==> config.mk <==
export PLATFORM = sky130hd
export DESIGN_NAME = next_lexicographic_permutation
export DESIGN_NICKNAME = d
export VERILOG_FILES = /design/src/nlp_pkg.sv /design/src/nlp_mem.sv /design/src/next_lexicographic_permutation.sv
export VERILOG_INCLUDE_DIRS = /design/src /design/src/src
export SDC_FILE = /design/constraint.sdc
export NUM_CORES = 1
export LEC_CHECK = 0
export ABC_AREA = 1
export BUFFER_PORTS_ARGS = -buffer_cell sky130_fd_sc_hd__buf_2
export CELL_PAD_IN_SITES_DETAIL_PLACEMENT = 1
export CELL_PAD_IN_SITES_GLOBAL_PLACEMENT = 1
export CORE_ASPECT_RATIO = 2
export CORE_MARGIN = 5
export CORE_UTILIZATION = 43
export DETAILED_ROUTE_END_ITERATION = 12
export PLACE_DENSITY_LB_ADDON = 0.05
export SYNTH_ARGS = -nofsm -noshare
export SYNTH_HDL_FRONTEND = slang
export SYNTH_HIERARCHICAL = 1
export SYNTH_SLANG_ARGS = --single-unit
export TNS_END_PERCENT = 1
==> constraint.sdc <==
create_clock -name clk -period 4.95 [get_ports clk]
set_input_delay 0.495 -clock clk [delete_from_list [all_inputs] [get_ports clk]]
set_output_delay 0.495 -clock clk [all_outputs]
set_load 0.01 [all_outputs]
==> src/assert_macros.svh <==
// Assertion macros shared by the RTL of this block.
// Needs signals named clk and arst_n in the including module.
`ifndef ASSERT_MACROS_SVH
`define ASSERT_MACROS_SVH

// Same-cycle implication, sampled on the rising clock edge, off in reset.
`define ASSERT_NOW(lbl, ante, cons, msg) \
	lbl: assert property (@(posedge clk) disable iff (!arst_n) (ante) |-> (cons)) \
		else $error(msg);

// Next-cycle implication, sampled on the rising clock edge, off in reset.
`define ASSERT_NEXT(lbl, ante, cons, msg) \
	lbl: assert property (@(posedge clk) disable iff (!arst_n) (ante) |=> (cons)) \
		else $error(msg);

`endif

==> src/nlp_pkg.sv <==
// Shared types of the next-permutation block.
// No dependencies.
package nlp_pkg;

	typedef enum logic [3:0] {
		ST_LOAD,
		ST_PV_RD,
		ST_PV_CMP,
		ST_HI_RD,
		ST_HI_CMP,
		ST_SW_PVT,
		ST_SW_HI,
		ST_RV_RD,
		ST_RV_WLO,
		ST_RV_WHI,
		ST_OUT_RD,
		ST_OUT_PUT
	} nlp_state_t;

endpackage

==> src/nlp_mem.sv <==
// Element store: one write port, two read ports with registered read data.
// No package dependencies.
module nlp_mem #(
	parameter int DEPTH = 16,
	parameter int WIDTH = 16
) (
	input  logic                     clk,
	input  logic                     we,
	input  logic [$clog2(DEPTH)-1:0] waddr,
	input  logic [WIDTH-1:0]         wdata,
	input  logic                     re_a,
	input  logic [$clog2(DEPTH)-1:0] raddr_a,
	output logic [WIDTH-1:0]         rdata_a,
	input  logic                     re_b,
	input  logic [$clog2(DEPTH)-1:0] raddr_b,
	output logic [WIDTH-1:0]         rdata_b
);

	logic [WIDTH-1:0] mem [DEPTH];

	always_ff @(posedge clk) begin
		if (we) begin
			mem[waddr] <= wdata;
		end
		// hold read data until the next enabled read
		if (re_a) begin
			rdata_a <= mem[raddr_a];
		end
		if (re_b) begin
			rdata_b <= mem[raddr_b];
		end
	end

endmodule

==> src/next_lexicographic_permutation.sv <==
// Next lexicographic permutation: top level.
// Uses nlp_pkg (state type), nlp_mem (element store) and assert_macros.svh.
//
// Load a sequence one element per input transaction, the last one marked by
// elem_last. Up to MAX_ELEMS elements are kept, later ones are dropped and the
// run reports overflowed. After the closing transaction in_ready stays low
// while the block finds the rightmost ascent (pivot), swaps it with the
// rightmost larger element, reverses the suffix and then emits the sequence
// one element per output transaction with has_next set if a new permutation
// was formed. All element compares share one signed comparator and all
// updates share the single store write port, so the pivot scan, the search
// for the larger element, the swap, the reversal and the emission run in
// turn. A sequence of fewer than two elements goes straight to emission. A
// result waiting in the output register does not block loading of the next
// sequence.
`include "assert_macros.svh"

module next_lexicographic_permutation #(
	parameter int MAX_ELEMS  = 16,
	parameter int ELEM_WIDTH = 16
) (
	input  logic                         clk,
	input  logic                         arst_n,
	input  logic                         in_valid,
	output logic                         in_ready,
	input  logic signed [ELEM_WIDTH-1:0] elem_value,
	input  logic                         elem_last,
	output logic                         out_valid,
	input  logic                         out_ready,
	output logic signed [ELEM_WIDTH-1:0] out_value,
	output logic                         out_last,
	output logic                         has_next,
	output logic                         overflowed
);

	import nlp_pkg::*;

	localparam int AW = $clog2(MAX_ELEMS);
	localparam int CW = $clog2(MAX_ELEMS + 1);
	localparam logic [CW-1:0] FULL_CNT = CW'(MAX_ELEMS);

	nlp_state_t state_q, state_d;

	logic [CW-1:0] cnt_q;
	logic          ovf_q;
	logic          nxt_q;
	logic [AW-1:0] pvt_q, hi_q, lo_q, k_q;
	logic [ELEM_WIDTH-1:0] pv_val_q, hv_q;

	logic                  out_valid_q;
	logic [ELEM_WIDTH-1:0] out_value_q;
	logic                  out_last_q, has_next_q, overflowed_q;

	// store ports
	logic                  mem_we, re_a, re_b;
	logic [AW-1:0]         waddr, raddr_a, raddr_b;
	logic [ELEM_WIDTH-1:0] wdata, rd_a, rd_b;

	// shared comparator
	logic [ELEM_WIDTH-1:0] cmp_a, cmp_b;
	logic                  cmp_lt;

	logic          in_acc, out_free, room, k_last, out_load;
	logic [CW-1:0] n_new;
	logic [AW-1:0] last_idx;

	assign in_acc   = in_valid && in_ready;
	assign out_free = !out_valid_q || out_ready;
	assign room     = cnt_q != FULL_CNT;
	assign n_new    = room ? cnt_q + CW'(1) : cnt_q;
	// count is at least one once the run is closed
	assign last_idx = AW'(cnt_q - CW'(1));
	assign k_last   = k_q == last_idx;
	assign out_load = (state_q == ST_OUT_PUT) && out_free;
	assign cmp_lt   = $signed(cmp_a) < $signed(cmp_b);

	nlp_mem #(
		.DEPTH(MAX_ELEMS),
		.WIDTH(ELEM_WIDTH)
	) u_mem (
		.clk    (clk),
		.we     (mem_we),
		.waddr  (waddr),
		.wdata  (wdata),
		.re_a   (re_a),
		.raddr_a(raddr_a),
		.rdata_a(rd_a),
		.re_b   (re_b),
		.raddr_b(raddr_b),
		.rdata_b(rd_b)
	);

	// Next state
	always_comb begin
		state_d = state_q;
		case (state_q)
			ST_LOAD: begin
				if (in_acc && elem_last) begin
					state_d = (n_new >= CW'(2)) ? ST_PV_RD : ST_OUT_RD;
				end
			end
			ST_PV_RD:  state_d = ST_PV_CMP;
			ST_PV_CMP: begin
				if (cmp_lt) begin
					state_d = ST_HI_RD;
				end else if (pvt_q == '0) begin
					state_d = ST_OUT_RD;
				end else begin
					state_d = ST_PV_RD;
				end
			end
			ST_HI_RD:  state_d = ST_HI_CMP;
			ST_HI_CMP: state_d = cmp_lt ? ST_SW_PVT : ST_HI_RD;
			ST_SW_PVT: state_d = ST_SW_HI;
			ST_SW_HI:  state_d = ST_RV_RD;
			ST_RV_RD:  state_d = (lo_q < hi_q) ? ST_RV_WLO : ST_OUT_RD;
			ST_RV_WLO: state_d = ST_RV_WHI;
			ST_RV_WHI: state_d = ST_RV_RD;
			ST_OUT_RD: state_d = ST_OUT_PUT;
			ST_OUT_PUT: begin
				if (out_free) begin
					state_d = k_last ? ST_LOAD : ST_OUT_RD;
				end
			end
			default:   state_d = ST_LOAD;
		endcase
	end

	// Store ports and comparator operands
	always_comb begin
		in_ready = 1'b0;
		mem_we   = 1'b0;
		waddr    = cnt_q[AW-1:0];
		wdata    = elem_value;
		re_a     = 1'b0;
		re_b     = 1'b0;
		raddr_a  = lo_q;
		raddr_b  = hi_q;
		cmp_a    = rd_a;
		cmp_b    = rd_b;
		case (state_q)
			ST_LOAD: begin
				in_ready = 1'b1;
				mem_we   = in_acc && room;
			end
			ST_PV_RD: begin
				re_a    = 1'b1;
				re_b    = 1'b1;
				raddr_a = pvt_q;
				raddr_b = pvt_q + AW'(1);
			end
			ST_PV_CMP: begin
				cmp_a = rd_a;
				cmp_b = rd_b;
			end
			ST_HI_RD: begin
				re_a    = 1'b1;
				raddr_a = hi_q;
			end
			ST_HI_CMP: begin
				cmp_a = pv_val_q;
				cmp_b = rd_a;
			end
			ST_SW_PVT: begin
				mem_we = 1'b1;
				waddr  = pvt_q;
				wdata  = hv_q;
			end
			ST_SW_HI: begin
				mem_we = 1'b1;
				waddr  = hi_q;
				wdata  = pv_val_q;
			end
			ST_RV_RD: begin
				re_a    = 1'b1;
				re_b    = 1'b1;
				raddr_a = lo_q;
				raddr_b = hi_q;
			end
			ST_RV_WLO: begin
				mem_we = 1'b1;
				waddr  = lo_q;
				wdata  = rd_b;
			end
			ST_RV_WHI: begin
				mem_we = 1'b1;
				waddr  = hi_q;
				wdata  = rd_a;
			end
			ST_OUT_RD: begin
				re_a    = 1'b1;
				raddr_a = k_q;
			end
			default: begin
			end
		endcase
	end

	// Control registers
	always_ff @(posedge clk or negedge arst_n) begin
		if (!arst_n) begin
			state_q     <= ST_LOAD;
			cnt_q       <= '0;
			ovf_q       <= 1'b0;
			out_valid_q <= 1'b0;
		end else begin
			state_q <= state_d;
			if (in_acc) begin
				if (room) begin
					cnt_q <= cnt_q + CW'(1);
				end else begin
					ovf_q <= 1'b1;
				end
			end
			// drop the sequence once its last element is handed to the output
			if (out_load && k_last) begin
				cnt_q <= '0;
				ovf_q <= 1'b0;
			end
			if (out_load) begin
				out_valid_q <= 1'b1;
			end else if (out_ready) begin
				out_valid_q <= 1'b0;
			end
		end
	end

	// Indexes, held values and output payload
	always_ff @(posedge clk) begin
		case (state_q)
			ST_LOAD: begin
				if (in_acc && elem_last) begin
					nxt_q <= 1'b0;
					k_q   <= '0;
					pvt_q <= AW'(n_new - CW'(2));
				end
			end
			ST_PV_CMP: begin
				if (cmp_lt) begin
					pv_val_q <= rd_a;
					hi_q     <= last_idx;
					nxt_q    <= 1'b1;
				end else if (pvt_q != '0) begin
					pvt_q <= pvt_q - AW'(1);
				end
			end
			ST_HI_CMP: begin
				if (cmp_lt) begin
					hv_q <= rd_a;
				end else begin
					hi_q <= hi_q - AW'(1);
				end
			end
			ST_SW_HI: begin
				lo_q <= pvt_q + AW'(1);
				hi_q <= last_idx;
			end
			ST_RV_WHI: begin
				lo_q <= lo_q + AW'(1);
				hi_q <= hi_q - AW'(1);
			end
			ST_OUT_PUT: begin
				if (out_free) begin
					k_q <= k_q + AW'(1);
				end
			end
			default: begin
			end
		endcase
		if (out_load) begin
			out_value_q  <= rd_a;
			out_last_q   <= k_last;
			has_next_q   <= nxt_q;
			overflowed_q <= ovf_q;
		end
	end

	assign out_valid  = out_valid_q;
	assign out_value  = out_value_q;
	assign out_last   = out_last_q;
	assign has_next   = has_next_q;
	assign overflowed = overflowed_q;

	`ASSERT_NOW(a_cnt_range, 1'b1, cnt_q <= FULL_CNT, "element count beyond capacity")
	`ASSERT_NEXT(a_close_leaves_load, in_acc && elem_last, state_q != ST_LOAD, "closing ignored")
	`ASSERT_NOW(a_hi_above_pivot, state_q == ST_HI_CMP, hi_q > pvt_q, "search passed pivot")
	`ASSERT_NOW(a_rev_order, state_q == ST_RV_WLO, lo_q < hi_q, "reversal indexes crossed")
	`ASSERT_NOW(a_emit_index, state_q == ST_OUT_PUT, k_q <= last_idx, "index beyond run")

endmodule
==> results.cfg <==
[sta]
fin_tns_setup_ps = 0
slew_viol_final = 0
finalCritPeriodShare_pct = 80.2
max_freq_mhz = 252
grt_setup_unrepaired = false
clock_skew_ps = 18.9
slew_headroom_pct = 28.2
min_period_ps = 3970
hold_viol = 0
timing_worst_slew_pin_value_ps = 1080
whs_ps = 145
setup_viol = 0

[pwr]
p_per_area_nw_per_um2 = 779
power_frac_seq_pct = 29.7
power_switching_w = 0.00825
switching_share_pct = 49.1
power_frac_comb_pct = 53.0
vdd_drop_max_uv = 642
leakage_nw = 9.52
total_power_w = 0.0168
p_int_w = 0.00855
p_clk_share_pct = 17.3

[synthesis]
avgSynthCellArea_um2 = 8.76
synth-seq-area-share_pct = 56.0
synthesis.nets = 2286
ys_types = 38
netlist_area_um2 = 19600
ys_ff_latch = 367
yosysWarnings = 6
syn_inst = 2237

[floorplanning]
die-area_um2 = 50200
die_y_um = 312
ios = 42
num_rows = 110
fp.coreArea_um2 = 45100
initial_core_util_pct = 43.4
die_x_um = 161

[min_path]
worstHoldPathType = in -> reg
hp-start = out_ready

[global_route]
first_global_vias = 17252
grt.overflow.total = 0
grt_pass1_wl_um = 104000
antenna_found_initial = 0
grt.total_usage_pct = 27.5
grt_max_degree = 129

[cells_and_area]
final_cell_mix = nand2_1 (689), nand3_1 (466), edfxtp_1 (356), inv_1 (341), o21ai_0 (43)
final_common_cell = nand2_1
stdcell_area_um2 = 21600
drive_gt1_share_pct = 8.35
finish.utilization_pct = 47.7
antenna_cells = 0
num-fill-cells = 5237
final_nets = 2299
multiInputGateArea_um2 = 6710
regArea_um2 = 11000
area_growth_pct = 9.99

[detailed_routing]
drt_iter0_drc = 1176
routed_via_density = 5.68
drc = 0
wl_met1_um = 26400
wl_met2_um = 36900
ant_nets = 0
drt_pass1_iterations = 5
wl_um = 69800
avgRoutedWirePerCell_um = 24.6
routed.top_layer = met4
wl_met3_um = 3250
vias = 16105

[worst_setup_path]
critical_path.cell_chain = nor2_1 > inv_1 > nor2_1 > inv_1 > nor2_1 > a21oi_4 > inv_4 > buf_4 > nand2_1 > nand3_1 > nand3_1 > nand3_1 > nand2_1
r2r_end = u_mem/rdata_b[10]$_DFFE_PP_
regToRegStartpoint = state_q[3]$_DFFE_PN0P_
path_class = reg -> reg
worstSetupStartpointType = flop
cp.arrival_ps = 4240
cp_slowest_cell = nor2_1
critPathCaptureType = flop
cp-startpoint = state_q[3]$_DFFE_PN0P_
path_max_fanout = 49
crit_path_max_incr_delay_ps = 610
required_ps = 5220
rr_worst_depth = 13
ff2ff_setup_slack_ps = 980
critPathCapture = u_mem/rdata_b[10]$_DFFE_PP_

[clock_tree]
clock_latency_ps = 560
cts_buffers = 38
post_cts_buffers = 0
post_cts_resize_count = 0
cts-root-buf = clkbuf_16
clk_pin_slew_ps = 60
htree_levels = 2
cts_tree = yes
cts_buffer_depth = 3
cts_hold_buffers = 1
cts.sinks = 367

[place]
port_buffers = 41
dp_hpwl_um = 44100
gp_routability_congestion = 0.859
placed_area_um2 = 20300

[status]
status = completed

[run]
maxCapViolCount = 0
[state kept, by name (all words and copies together), names as in the netlist, 4 cells and up]
| signal | count |
|---|---|
| u_mem/mem | 256 |
| hv_q | 16 |
| out_value | 16 |
| pv_val_q | 16 |
| u_mem/rdata_a | 16 |
| u_mem/rdata_b | 16 |
| cnt_q | 5 |
| hi_q | 4 |
| k_q | 4 |
| lo_q | 4 |
| pvt_q | 4 |
| state_q | 4 |
[final cells by class]
type                       instances  area share [%]
clock buffer                      45            4.63
clock inverter                    21           0.975
inverter                         350            6.12
multi-input combinational       1404            31.2
sequential                       367            50.9
tap                              560            3.25
timing repair buffer              89            2.98
[metrics by stage]
step | worst slack, ps | cells
4_1_cts | 996 | 2836
2_1_floorplan | 1770 | 2237
3_3_place_gp | 1150 | 2769
6_report | 980 | 2836
3_5_place_dp | 1050 | 2769
5_1_grt | 670 | 2836
[cells by family after synthesis]
| family | Yosys count | synth area share, % |
|---|---|---|
| adders and majority gates | 28 | 1.79 |
| xor gates and xnor gates | 16 | 0.715 |
| and+or+nand+nor | 1236 | 27.1 |
| buffers and inverters | 466 | 10.4 |
| AOI/OAI and AO/OA | 110 | 3.31 |
| muxes | 14 | 0.715 |
| DFF | 367 | 56.0 |
[metal layers]
metal  vias up  global-route usage (%)
met3       169                    2.95
li1       7355                       -
met4         0                    12.1
met5         -                       0
met1      8071                    31.5
met2       510                    51.2
[worst max-delay path: cells and delay by family (launching register included)]
kind	cells	cell delay [ps]
AND/OR/NAND/NOR	8	1690
AO/OA/AOI/OAI	1	80
flip-flops	1	430
buffers and inverters	4	1440
[cells in the mapped netlist]
cell type	n	area share, %
nand2_1	689	13
nand3_1	466	12
edfxtp_1	356	55
inv_1	341	6.5
nor2_1	55	1.1
buf_2	52	1.3
o21ai_0	50	1.3
ha_1	28	1.8
a21oi_1	27	0.69
buf_6	21	1.2
clkbuf_1	20	0.38
buf_4	17	0.65
a221oi_1	16	0.72
mux2i_1	14	0.72
xor2_1	12	0.54
dfrtp_1	11	1.4
inv_2	9	0.17
o22ai_1	9	0.29
buf_1	6	0.11
nor2_2	6	0.19
xnor2_1	4	0.18
a22oi_1	3	0.11
nand4_1	3	0.096
nor2_4	3	0.17
nor4_1	3	0.096
nand2_2	2	0.064
nand3b_1	2	0.077
nor3_1	2	0.051
a211o_1	1	0.045
a211oi_1	1	0.038
a211oi_2	1	0.064
a21boi_0	1	0.038
nand2_4	1	0.057
nand3_2	1	0.051
nor3_2	1	0.051
o211ai_1	1	0.038
or2_1	1	0.032
or2_2	1	0.032
[power by group through the flow]
stage,Combinational [W],Clock [W],Sequential (W)
2_1_floorplan,0.00589,0,0.00482
3_5_place_dp,0.00884,0,0.00505
6_report,0.00891,0.00290,0.00499
4_1_cts,0.00889,0.00296,0.00498
5_1_grt,0.00965,0.00309,0.00503
3_3_place_gp,0.00869,0,0.00503
[worst min-delay path by stage]
stage                            endpoint  slack [ps]  cells after the start
floorplan            cnt_q[0]$_DFFE_PN0P_         200                      0
global placement     cnt_q[2]$_DFFE_PN0P_         400                      1
detailed placement   cnt_q[3]$_DFFE_PN0P_         400                      1
CTS                 out_valid$_DFFE_PN0P_         120                      2
global route        out_valid$_DFFE_PN0P_         140                      2
finish              out_valid$_DFFE_PN0P_         140                      2
Power figures use the tool's default switching activity.
